$ cat src/rtl/core/stkufp_pkg.sv
// ----------------------------------------------------------------------------
// stkufp_pkg
// Shared types and constants for the thumbstick frame parser.
// ----------------------------------------------------------------------------
package stkufp_pkg;

  typedef logic [7:0]        byte_t;
  typedef logic signed [15:0] axis_t;
  typedef logic [6:0]        dzone_t;
  typedef logic [2:0]        cnt_t;

  localparam int unsigned FRAME_LEN = 6;
  localparam int unsigned KEEP_MAX  = 5;

  localparam byte_t  MARK_START   = 8'hff;
  localparam byte_t  MARK_END     = 8'hfe;
  localparam dzone_t DZONE_RESET  = 7'd10;
  localparam axis_t  AXIS_MIN     = 16'sh8000;
  localparam axis_t  AXIS_MAX     = 16'sh7fff;
  localparam cnt_t   CNT_FULL     = 3'd5;

  // Frame detector status toward the top level
  typedef struct packed {
    logic  hit;
    byte_t x_raw;
    byte_t y_raw;
  } frame_t;

endpackage

$ cat src/rtl/core/stkufp_if.sv
// ----------------------------------------------------------------------------
// stkufp_if
// Valid/ready channels: received byte in, axis pair out.
// ----------------------------------------------------------------------------
interface stkufp_byte_if
  import stkufp_pkg::*;
  ();
  logic  valid;
  logic  ready;
  byte_t data_byte;

  modport source (output valid, output data_byte, input ready);
  modport sink   (input valid, input data_byte, output ready);
endinterface

interface stkufp_axis_if
  import stkufp_pkg::*;
  ();
  logic  valid;
  logic  ready;
  axis_t axis_x;
  axis_t axis_y;

  modport source (output valid, output axis_x, output axis_y, input ready);
  modport sink   (input valid, input axis_x, input axis_y, output ready);
endinterface

$ cat src/rtl/core/stkufp_axis_scale.sv
// ----------------------------------------------------------------------------
// stkufp_axis_scale
// Centers one axis byte on 128, applies dead zone, saturation and scaling.
// ----------------------------------------------------------------------------
module stkufp_axis_scale
  import stkufp_pkg::*;
(
  input  byte_t  raw,
  input  dzone_t dead_zone,
  output axis_t  axis
);

  logic signed [7:0] d;
  logic [7:0]        mag;

  // Offset from center: flipping the top bit subtracts 128
  assign d   = $signed({~raw[7], raw[6:0]});
  assign mag = d[7] ? 8'(-d) : 8'(d);

  always_comb begin
    priority if (mag < {1'b0, dead_zone}) begin
      axis = '0;
    end else if (d <= -8'sd64) begin
      axis = AXIS_MIN;
    end else if (d >= 8'sd64) begin
      axis = AXIS_MAX;
    end else begin
      // d fits in 7 signed bits here, so d*512 is a plain shift
      axis = {d[6:0], 9'b0};
    end
  end

endmodule

$ cat src/rtl/core/stkufp_frame_window.sv
// ----------------------------------------------------------------------------
// stkufp_frame_window
// Holds up to five pending bytes and finds six-byte frames in one pass.
// ----------------------------------------------------------------------------
module stkufp_frame_window
  import stkufp_pkg::*;
(
  input  logic   clk,
  input  logic   rst_n,
  input  logic   step,
  input  byte_t  new_byte,
  output frame_t frame
);

  byte_t pend_r   [KEEP_MAX];
  byte_t pend_nxt [KEEP_MAX];
  cnt_t  cnt_r, cnt_nxt;

  byte_t win [FRAME_LEN];
  logic  full;
  cnt_t  s;
  cnt_t  sh;
  logic  hit;

  // Six-byte window when the buffer is full
  always_comb begin
    for (int i = 0; i < int'(KEEP_MAX); i++) win[i] = pend_r[i];
    win[FRAME_LEN-1] = new_byte;
  end

  assign full = (cnt_r == CNT_FULL);

  // First start marker in the window; 6 when none
  always_comb begin
    s = 3'(FRAME_LEN);
    for (int i = int'(FRAME_LEN) - 1; i >= 0; i--) begin
      if (win[i] == MARK_START) s = 3'(i);
    end
  end

  assign hit = full && (s == '0) && (win[FRAME_LEN-1] == MARK_END);
  // Aligned but bad end marker drops one byte
  assign sh  = (s == '0) ? 3'd1 : s;

  // Next buffer contents and fill count
  always_comb begin
    for (int i = 0; i < int'(KEEP_MAX); i++) pend_nxt[i] = pend_r[i];
    cnt_nxt = cnt_r;
    if (step) begin
      if (!full) begin
        for (int i = 0; i < int'(KEEP_MAX); i++) begin
          if (cnt_r == 3'(i)) pend_nxt[i] = new_byte;
        end
        cnt_nxt = cnt_r + 3'd1;
      end else if (hit) begin
        cnt_nxt = '0;
      end else begin
        for (int k = 1; k < int'(FRAME_LEN); k++) begin
          if (sh == 3'(k)) begin
            for (int i = 0; i + k < int'(FRAME_LEN); i++) pend_nxt[i] = win[i+k];
          end
        end
        cnt_nxt = 3'(FRAME_LEN) - sh;
      end
    end
  end

  always_ff @(posedge clk) begin
    if (!rst_n) begin
      cnt_r <= '0;
    end else begin
      cnt_r <= cnt_nxt;
    end
  end

  always_ff @(posedge clk) begin
    for (int i = 0; i < int'(KEEP_MAX); i++) pend_r[i] <= pend_nxt[i];
  end

  assign frame.hit   = step && hit;
  assign frame.x_raw = win[3];
  assign frame.y_raw = win[4];

  // Checks
  a_cnt_range: assert property (@(posedge clk) disable iff (!rst_n)
    cnt_r <= CNT_FULL) else $error("pending count out of range");
  a_hit_clears: assert property (@(posedge clk) disable iff (!rst_n)
    frame.hit |=> cnt_r == '0) else $error("buffer not emptied after frame");
  a_idle_holds: assert property (@(posedge clk) disable iff (!rst_n)
    !step |=> $stable(cnt_r)) else $error("count moved without a word");

endmodule

$ cat src/rtl/core/stick_uart_frame_parser.sv
// ----------------------------------------------------------------------------
// stick_uart_frame_parser
// Thumbstick serial frame parser: bytes in, scaled X/Y axis pairs out.
// ----------------------------------------------------------------------------
// Path: an accepted byte is held in the input register, and its result in the
//   result register. Throughput: one byte per cycle while the result register is
//   free or being drained; window search and axis scaling sit between the two.
// Reset: clears the pending count and both valid flags; dead_zone resets
//   to 10. Pending byte storage is not reset.
module stick_uart_frame_parser
  import stkufp_pkg::*;
(
  input  logic              clk,
  input  logic              rst_n,
  stkufp_byte_if.sink       in_word,
  stkufp_axis_if.source     out_word,
  input  logic              cfg_we,
  input  dzone_t            cfg_wdata
);

  logic   s1_valid_r;
  byte_t  s1_byte_r;
  logic   out_valid_r;
  axis_t  out_x_r, out_y_r;
  dzone_t dzone_r;
  logic   adv;
  logic   step;
  frame_t frame;
  axis_t  ax_x, ax_y;

  // Stage advances when the result register is free or being drained
  assign adv           = !out_valid_r || out_word.ready;
  assign step          = s1_valid_r && adv;
  assign in_word.ready = !s1_valid_r || adv;

  // Configuration register
  always_ff @(posedge clk) begin
    if (!rst_n) begin
      dzone_r <= DZONE_RESET;
    end else if (cfg_we) begin
      dzone_r <= cfg_wdata;
    end
  end

  // Input register
  always_ff @(posedge clk) begin
    if (!rst_n) begin
      s1_valid_r <= 1'b0;
    end else if (in_word.ready) begin
      s1_valid_r <= in_word.valid;
    end
  end

  always_ff @(posedge clk) begin
    if (in_word.ready && in_word.valid) begin
      s1_byte_r <= in_word.data_byte;
    end
  end

  stkufp_frame_window u_window (
    .clk      (clk),
    .rst_n    (rst_n),
    .step     (step),
    .new_byte (s1_byte_r),
    .frame    (frame)
  );

  stkufp_axis_scale u_scale_x (
    .raw       (frame.x_raw),
    .dead_zone (dzone_r),
    .axis      (ax_x)
  );

  stkufp_axis_scale u_scale_y (
    .raw       (frame.y_raw),
    .dead_zone (dzone_r),
    .axis      (ax_y)
  );

  // Result register
  always_ff @(posedge clk) begin
    if (!rst_n) begin
      out_valid_r <= 1'b0;
    end else if (adv) begin
      out_valid_r <= frame.hit;
    end
  end

  always_ff @(posedge clk) begin
    if (adv && frame.hit) begin
      out_x_r <= ax_x;
      out_y_r <= ax_y;
    end
  end

  assign out_word.valid  = out_valid_r;
  assign out_word.axis_x = out_x_r;
  assign out_word.axis_y = out_y_r;

  // Checks
  a_result_from_word: assert property (@(posedge clk) disable iff (!rst_n)
    $rose(out_valid_r) |-> $past(s1_valid_r)) else $error("result without a word");
  a_stall_blocks_step: assert property (@(posedge clk) disable iff (!rst_n)
    (out_valid_r && !out_word.ready) |-> !step) else $error("step during stall");
  a_hold_input: assert property (@(posedge clk) disable iff (!rst_n)
    (s1_valid_r && !adv) |=> s1_valid_r && $stable(s1_byte_r))
    else $error("input register lost a word");

endmodule

$ cat src/flat_wrapper.sv
// flat-port wrapper written by rule: the top's interface ports become plain ports
module stick_uart_frame_parser_flat import stkufp_pkg::*;
  (clk, rst_n, cfg_we, cfg_wdata, in_word_valid, in_word_data_byte, in_word_ready, out_word_valid, out_word_axis_x, out_word_axis_y, out_word_ready);
  stkufp_byte_if in_word_i ();
  stkufp_axis_if out_word_i ();
  input  logic clk;
  input  logic rst_n;
  input  logic cfg_we;
  input  dzone_t cfg_wdata;
  input wire logic [$bits(in_word_i.valid)-1:0] in_word_valid;
  input wire logic [$bits(in_word_i.data_byte)-1:0] in_word_data_byte;
  output wire logic [$bits(in_word_i.ready)-1:0] in_word_ready;
  output wire logic [$bits(out_word_i.valid)-1:0] out_word_valid;
  output wire logic [$bits(out_word_i.axis_x)-1:0] out_word_axis_x;
  output wire logic [$bits(out_word_i.axis_y)-1:0] out_word_axis_y;
  input wire logic [$bits(out_word_i.ready)-1:0] out_word_ready;
  assign in_word_i.valid = in_word_valid;
  assign in_word_i.data_byte = in_word_data_byte;
  assign in_word_ready = in_word_i.ready;
  assign out_word_valid = out_word_i.valid;
  assign out_word_axis_x = out_word_i.axis_x;
  assign out_word_axis_y = out_word_i.axis_y;
  assign out_word_i.ready = out_word_ready;
  stick_uart_frame_parser u_core (.clk(clk), .rst_n(rst_n), .in_word(in_word_i), .out_word(out_word_i), .cfg_we(cfg_we), .cfg_wdata(cfg_wdata));
endmodule
$ cat config.mk
export PLATFORM = sky130hd
export DESIGN_NAME = stick_uart_frame_parser_flat
export DESIGN_NICKNAME = d
export VERILOG_FILES = /design/src/rtl/core/stkufp_pkg.sv /design/src/rtl/core/stkufp_if.sv /design/src/rtl/core/stkufp_axis_scale.sv /design/src/rtl/core/stkufp_frame_window.sv /design/src/rtl/core/stick_uart_frame_parser.sv /design/src/flat_wrapper.sv
export SDC_FILE = /design/constraint.sdc
export NUM_CORES = 1
export LEC_CHECK = 0
export BUFFER_PORTS_ARGS = -buffer_cell sky130_fd_sc_hd__buf_2
export CAP_MARGIN = 5
export CORE_AREA = 2 2 111 113
export CTS_CLUSTER_DIAMETER = 50
export DETAILED_ROUTE_END_ITERATION = 16
export DIE_AREA = 0 0 113 115
export PLACE_DENSITY = 0.56
export SLEW_MARGIN = 30
export SYNTH_ARGS = -nofsm -noshare
export SYNTH_HDL_FRONTEND = slang
export SYNTH_SLANG_ARGS = --single-unit
$ cat constraint.sdc
create_clock -name clk -period 3.7 [get_ports clk]
set_input_delay 0.37 -clock clk [delete_from_list [all_inputs] [get_ports clk]]
set_output_delay 0.37 -clock clk [all_outputs]
set_load 0.1 [all_outputs]
# Word-level counts from Yosys, hierarchy flattened
# Memory sizes are Yosys's and may differ from the RTL's.
# Cells that the tools add are included.
[word_totals]
n_memories = 1
elab_cells = 81
out_inout_bits = 34
ramBits = 40
inputBits = 20
register_bits = 52
[mem_list]
columns = ["memory", "words", "width", "rd", "rd_ports_with_merged_regs", "wr", "line", "text"]
rows = [
  ["u_core.u_window.pend_r", 5, 8, 5, 0, 5, "stkufp_frame_window.sv:15", "byte_t pend_r [KEEP_MAX];"],
]
[classes]
n_reduce_logical = 14
n_mux = 28
n_eq_ne = 17
n_lt_le_gt_ge = 6
n_bitwise = 2
add_sub_neg = 4
[ops]
columns = ["cell", "count"]
rows = [
  ["40-bit two-way mux", 4],
  ["16-bit two-way mux", 5],
  ["8-bit two-way mux", 8],
  ["8-bit equality test, second input constant", 7],
  ["32-bit two-way mux", 1],
  ["24-bit two-way mux", 1],
  ["3-bit two-way mux", 7],
  ["8-bit greater-or-equal comparator, second input constant", 2],
  ["8-bit by 7-bit less-or-equal comparator with 1-bit output, second input constant", 2],
  ["8-bit by 7-bit < comparator with 1-bit output", 2],
  ["8-bit negator", 2],
  ["3-bit by 2-bit equality test with 1-bit output, second input constant", 4],
  ["3-bit equality test, second input constant", 4],
  ["3-bit by 1-bit equality test with 1-bit output, second input constant", 2],
  ["1-bit logical AND", 6],
  ["3-bit logical NOT", 2],
  ["2-bit two-way mux", 2],
  ["2-bit OR reduction", 2],
  ["3-bit by 1-bit adder with 3-bit output, second input constant", 1],
  ["3-bit subtractor, first input constant", 1],
  ["1-bit logical NOT", 2],
  ["1-bit logical OR", 2],
  ["1-bit inverter", 2],
]

# Depth between registers and ports, before layout
# Gate-level depths: netlist (run 1).
[logic_depth]
word_depth = 18
ltp_mapped = 13

# Hierarchy
# From an unflattened synthesis (run 1), not the netlist that was laid out.
[hier_totals]
hier_cells = 448
hier_area_um2 = 5243.8
[by_module_without_submodules]
columns = ["mod", "cells_each", "area_each_um2", "instances"]
rows = [
  ["stkufp_frame_window", 233, 2682.6, 1],
  ["stick_uart_frame_parser", 73, 1562.7, 1],
  ["stkufp_axis_scale", 71, 499.2, 2],
]

# Least setup slack after synthesis (run 1)
# OpenSTA, ideal clock, no wires.
[synth_timing]
path_type = "register to register"
start = "mem u_core.u_window.pend_r[0][32] (netlist name)"
end = "mem u_core.u_window.pend_r[0][0] (netlist name), enable pin"
t_required_ns = 3.312
period_less_slack_ns = 3.069
path_stages_with_launch = 12
path_slack_ns = 0.631
n_path_buf = 1
arrival_ns = 2.681
cell_sequence = "edfxtp_1 > ha_1 > and3_1 > nand4_1 > and3_1 > nor3_1 > or2_1 > inv_1 > ha_1 > buf_4 > a2111oi_0 > a221oi_1"
[synth_lines]
columns = ["item", "line"]
rows = [
  ["start: declaration", "stkufp_frame_window.sv:15"],
]

==> metrics.csv, run 1 <==
metric,value,unit
synth-main-ff-cell,edfxtp_1,
grt_pass1_vias,3382,
n_fill_cell,1127,
tns,0,ns
layout-drive-gt1-share,22.4,%
worst_setup_path_start_kind,flip-flop,
synth_nets,492,
place_congestion,0.956,
ir_drop,0.243,mV
slew_violations,0,
cts_resized,0,
p_leak,2.00,nW
status,"complete, but fails checks",
nets,538,
end_kind,flip-flop,
clock_latency,0.34,ns
overflow,0,
hold_class,input pin to flip-flop,
numPortBuffers,53,
avgSynthCellArea,10.2,um2
wl_per_cell,18.1,um
async_reset_ff_share,0,%
ys_ff_latch,76,
firstDrtPassIters,11,
fin_worst_skew,0.0122,ns
setup_viol,0,
viasPerCell,5.53,
synth_cell_type_count,50,
critPathKind,flip-flop to flip-flop,
post-cts-setup-buffers,0,
cts_hold_buffers,0,
fmax,295,MHz
start_util,38.8,%
ioPinCount,54,
period_share,91.5,%
synth_edf_count,64,
maxCapViolCount,0,
clkSlewWorstSetupHoldPaths,0.06,ns
ys.warnings.count,0,
relSlewSlack,48.4,%
root_buffer,clkbuf_16,
cts_tree,yes,
antenna_found_initial,0,
syn_inst,450,
netlist.area_leader.share,41.9,%
synth_area_leaders,"edfxtp_1 42%, ha_1 6.0%, dfxtp_1 5.2%",
critical_path_required,3.78,ns
setup_slack,0.313,ns
place_ws,0.341,ns
crit_fanout,9,
seq_area_frac_synth,47.2,%
grt_max_degree,22,
htree_levels,3,
antenna_cells,0,
dr_total_vias,3585,
yosys.area.top_type,edfxtp_1,
period_needed,3.39,ns
power_density,388,mW/mm2
grt_util_all_layers,18.6,%
arrival,3.47,ns
clock-sinks,76,
cts_buffers,9,
fp.dieW,113,um
drtAntennaViolNets,0,
grt_setup_unrepaired,false,
die_y,115,um
wl,11800,um
row_count,40,
hold_ws,0.205,ns
worstMarginPinSlew,0.772,ns
dr.first_iter.drc_count,284,
failed_checks,design-rule violations,
core_area,0.0118,mm2
area_growth,14.9,%
synth_area,0.00458,mm2
dieArea,0.0130,mm2
drc,6,
hold_violations,0,
clk_path_buf_depth,2,
grt_first_pass_wirelength,18400,um
dp_hpwl,8630,um
==> worst max-delay path: stages, from the launching register on <==
cell             delay [ns]
edfxtp_1               0.53
ha_1                   0.19
and3_1                 0.14
nand4_1                0.14
and3_1                 0.28
nor3_1                 0.17
or2_1                  0.14
inv_1                  0.04
ha_1                   0.20
a2111oi_1              0.69
a221oi_1               0.29
clkdlybuf4s15_2        0.31
==> worst paths after layout <==
path | from | end | slack (ns) | cells past startpoint
worst max-delay path | u_core.u_window.pend_r[0][32]$_DFFE_PP_ | u_core.u_window.pend_r[0][3]$_DFFE_PP_ | 0.31 | 11
worst min-delay path | in_word_data_byte[7] | u_core.s1_byte_r[7]$_DFFE_PP_ | 0.20 | 1
worst max register to register | u_core.u_window.pend_r[0][32]$_DFFE_PP_ | u_core.u_window.pend_r[0][3]$_DFFE_PP_ | 0.31 | 11
worst min register to register | u_core.dzone_r[6]$_SDFFE_PN0P_ | u_core.dzone_r[6]$_SDFFE_PN0P_ | 0.50 | 2
==> cells by family (layout without fill, tap and decap cells) <==
kind of cell    after synthesis  in the layout  synth area share, %
flops                        76             76                 47.2
buf+inv                      59            110                 7.29
fa+ha+maj                    22             22                 6.00
mux                          20             20                 4.53
compound gates              109            109                 16.4
xor+xnor                     10             10                 1.91
simple gates                154            154                 16.7
==> state kept, by name, summed over array words and instances, names as in the netlist <==
signal and count:
u_core.u_window.pend_r 40, u_core.out_word.axis_x 8, u_core.out_word.axis_y 8, u_core.s1_byte_r 8, u_core.dzone_r 7, u_core.u_window.cnt_r 3, u_core.out_word.valid 1, u_core.s1_valid_r 1
==> layout by cell type (no fill, tap or decap), types with 5 or more instances in the layout <==
master / netlist / routed
a31oi_1: 5 / 5
nor2_1: 45 / 45
nand3_1: 6 / 6
buf_2: 10 / 53
nor2b_1: 6 / 6
buf_4: 18 / 18
and3_1: 9 / 9
edfxtp_1: 64 / 64
clkbuf_16: 0 / 9
o211ai_1: 5 / 5
ha_1: 22 / 22
nor3_1: 12 / 11
mux2i_1: 14 / 14
o2bb2ai_1: 6 / 6
xor2_1: 8 / 8
nand4_1: 10 / 10
mux2_2: 6 / 6
nand2_1: 39 / 39
nand2b_1: 10 / 10
inv_1: 22 / 22
o21ai_0: 45 / 45
a21oi_1: 13 / 13
o221ai_1: 5 / 5
dfxtp_1: 12 / 12
==> stage by stage <==
| step | std cells | utilization (%) | cell area, um2 | total power (W) |
|---|---|---|---|---|
| 6_report | 648 | 44.6 | 5270 | 0.00204 |
| 5_1_grt | 648 | 44.6 | 5270 | 0.00211 |
| 4_1_cts | 648 | 44.6 | 5270 | 0.00206 |
| 3_5_place_dp | 632 | 41.9 | 4950 | 0.00111 |
| 3_3_place_gp | 631 | 41.6 | 4920 | 0.00111 |
| 2_1_floorplan | 450 | - | 4580 | 0.00106 |
==> power by group <==
part / switching [W] / leakage [nW] / internal, W
Clock: 0.000357 / 0.150 / 0.000595
Sequential: 0.0000211 / 0.687 / 0.000954
Combinational: 0.0000659 / 1.16 / 0.0000506
==> routing by layer <==
metal	up-vias	track usage [%]	routed length (um)
li1	1719	-	-
met1	1663	25.9	5370
met2	174	28.4	5200
met3	29	3.11	819
met4	0	9.11	372
met5	-	0	0
==> Yosys cell counts (all sizes together) (2+ instances only) <==
master,number
nor2,48
edfxtp,64
and2,5
nor3,12
o2bb2ai,6
nand4,10
nor4b,2
o21a,4
dfxtp,12
o211ai,5
ha,22
xor2,8
nand2,39
o221ai,5
a21oi,13
nor2b,6
a211oi,3
and3,11
o22ai,4
a21o,4
mux2i,14
or2,3
a221oi,4
o31ai,2
a31oi,8
o221a,2
mux2,6
inv,22
o21ai,45
buf,32
clkbuf,5
nand3,8
xnor2,2
nand2b,10
==> layout make-up <==
type	instances	area, um2	share of cell area (%)
tap	147	184	3.49
clock buffer	11	233	4.42
timing repair buffer	72	412	7.82
clock inverter	5	85.1	1.62
multi-input combinational	315	2110	40.0
inverter	22	82.6	1.57
sequential	76	2160	41.1
No activity file was read; power rests on OpenSTA's default activity.
==> inputs of run 2 (changes only) <==
--- a/config.mk
+++ b/config.mk
@@ -7,12 +7,13 @@
 export LEC_CHECK = 0
 export BUFFER_PORTS_ARGS = -buffer_cell sky130_fd_sc_hd__buf_2
 export CAP_MARGIN = 5
-export CORE_AREA = 2 2 111 113
+export CORE_AREA = 2 2 118 120
 export CTS_CLUSTER_DIAMETER = 50
 export DETAILED_ROUTE_END_ITERATION = 16
-export DIE_AREA = 0 0 113 115
+export DIE_AREA = 0 0 120 122
 export PLACE_DENSITY = 0.56
 export SLEW_MARGIN = 30
 export SYNTH_ARGS = -nofsm -noshare
 export SYNTH_HDL_FRONTEND = slang
+export SYNTH_HIERARCHICAL = 1
 export SYNTH_SLANG_ARGS = --single-unit
==> run 2 against run 1 <==
Net effect:
- the flow now finishes without violations
- flip-flop and latch count grew 16
- worst hold slack lost 0.012 ns
- worst setup slack gained 0.28 ns
- clock-buffer cell count shrank 1
- first-iteration DRC count shrank 27%
- synthesized cell count shrank 0.44%
- sequential power grew 21%
- critical path depth shrank 2
- combinational power shrank 3%
- die area grew 13%
- wire length shrank 4.9%
- non-clock buffer count shrank 6
- critical endpoint is now u_core/u_window/pend_r[0][4]$_DFFE_PP_
- largest cell class unchanged
- largest power group unchanged
==> metrics.csv, run 2 <==
metric,value,unit
status,"finished, final reports clean",
row_count,43,
hold_ws,0.193,ns
numPortBuffers,53,
post-cts-setup-buffers,0,
dr_total_vias,3554,
grt_setup_unrepaired,false,
largest_register_ffs,40,
hold_class,input pin to flip-flop,
hold_start,in_word_data_byte[0],
hold_violations,0,
grt_first_pass_wirelength,17800,um
drc,0,
arrival,3.20,ns
syn_inst,448,
area_growth,10.3,%
viasPerCell,5.38,
post-synth-top-count-cell,edfxtp_1,
stdcell_area,0.00579,mm2
setup_viol,0,
synth_edf_count,80,
n_fill_cell,1274,
critical_path_required,3.79,ns
cts_resized,0,
end_kind,flip-flop,
maxCapViolCount,0,
largest-register,u_core/u_window/pend_r,
wl_per_cell,16.9,um
fp.dieW,120,um
dieArea,0.0146,mm2
ys.warnings.count,6,
ioPinCount,54,
ir_drop,0.212,mV
place_congestion,0.911,
holdPathStages,1,
power_density,396,mW/mm2
worstMarginPinSlew,0.757,ns
grt_util_all_layers,16.1,%
worst_setup_path_start_kind,flip-flop,
async_reset_ff_share,0,%
timing.rr.end,u_core/u_window/pend_r[0][4]$_DFFE_PP_,
fin_worst_skew,0.00830,ns
synth-main-ff-cell,edfxtp_1,
cts_buffers,9,
cts_tree,yes,
final_core_util,42.8,%
clk_path_buf_depth,2,
worstSetupStartpoint,u_core/u_window/pend_r[0][25]$_DFFE_PP_,
netlist_top_cells_count,"80 x edfxtp_1, 35 x buf_4, 34 x nand2_1",
r2r_cells,9,
relSlewSlack,49.3,%
clkSlewWorstSetupHoldPaths,0.07,ns
drtAntennaViolNets,0,
start_util,38.8,%
synth_nets,487,
synth_cell_type_count,61,
antenna_found_initial,0,
layout_common_cells,"80 x edfxtp_1, 53 x buf_2, 34 x nand2_1, 30 x o21ai_0, 26 x inv_1",
slew_violations,0,
reg2reg_from,u_core/u_window/pend_r[0][25]$_DFFE_PP_,
dr.first_iter.drc_count,208,
place_ws,0.597,ns
cts_hold_buffers,0,
grt_max_degree,33,
placed_cell_area,0.00546,mm2
grt_pass1_vias,3388,
seq_area_frac_synth,50.4,%
p_leak,2.21,nW
synth_area_leaders,"edfxtp_1 46%, buf_4 5.0%, dfxtp_1 4.6%",
critPathKind,flip-flop to flip-flop,
final_common_cell,edfxtp_1,
antenna_cells,0,
wl,11200,um
yosys.area.top_type,edfxtp_1,
dp_hpwl,8250,um
layout-drive-gt1-share,26.2,%
nets,515,
period_share,83.9,%
clock_latency,0.35,ns
synth_area,0.00524,mm2
fmax,322,MHz
tns,0,ns
overflow,0,
root_buffer,clkbuf_16,
rrSetupSlack,0.59,ns
ys_ff_latch,92,
clock-sinks,92,
firstDrtPassIters,4,
die_y,122,um
period_needed,3.11,ns
min_to,u_core/s1_byte_r[0]$_DFFE_PP_,
htree_levels,3,
core_area,0.0135,mm2
netlist.area_leader.share,45.8,%
setup_slack,0.595,ns
avgSynthCellArea,11.7,um2
crit_fanout,10,
run 2: changes by cell type after synthesis, moves of 9 or more:
cell,before,now
buf_4,18,35
a211o_1,0,10
and3_1,9,0
o21ai_0,45,30
a22oi_1,0,10
nor2_1,45,16
mux2_2,6,16
edfxtp_1,64,80
run 2: worst max path at each step:
stage                                                  end  slack (ns)  cells after the start
global route        u_core/u_window/pend_r[0][7]$_DFFE_PP_        0.39                      9
finish              u_core/u_window/pend_r[0][4]$_DFFE_PP_        0.59                      9
floorplan              u_core/out_word.axis_x[0]$_DFFE_PP_        0.32                      5
detailed placement  u_core/u_window/pend_r[0][7]$_DFFE_PP_        0.60                      9
CTS                 u_core/u_window/pend_r[0][7]$_DFFE_PP_        0.58                      9
global placement    u_core/u_window/pend_r[0][2]$_DFFE_PP_        0.75                      9
run 2: area by class of cell:
cell class,count,area (um2),area share [%]
Clock inverter,6,93.8,1.62
Timing Repair Buffer,66,363,6.27
Tap cell,180,225,3.89
Sequential cell,92,2640,45.7
Inverter,27,101,1.75
Clock buffer,10,229,3.96
Multi-Input combinational cell,280,2130,36.8
run 2: cells by family after synthesis:
group           Yosys count  synth area share [%]
fa+ha+maj                19                  4.53
compound gates           98                  13.6
mux                      39                  8.59
simple gates            114                  12.2
buf+inv                  76                  9.02
xor+xnor                 10                  1.67
flops                    92                  50.4
run 2: stage by stage:
stage	std cells	total power, W
2_1_floorplan	448	0.00128
3_3_place_gp	645	0.00131
3_5_place_dp	645	0.00132
4_1_cts	661	0.00233
5_1_grt	661	0.00240
6_report	661	0.00229
run 2: worst max-delay path, stage by stage (launching register included):
cell       delay, ns
edfxtp_1        0.55
nand4_1         0.21
or2_2           0.37
nor4_1          0.31
ha_1            0.25
inv_2           0.12
nor3_1          0.33
a2111oi_4       0.14
a211o_1         0.30
mux2_2          0.26
run 2: layer usage:
layer	vias up	GRT usage (%)	wire, um	part of all wire [%]
met5	-	0	0	0
met2	114	25.8	5360	48
li1	1701	-	-	-
met4	0	8.09	344	3.1
met1	1714	20.7	4900	44
met3	25	3.32	579	5.2
run 2: power by group:
part	switching, W	internal, W
logic	0.0000552	0.0000582
registers	0.0000265	0.00115
clock network	0.000403	0.000598
total	0.000485	0.00181
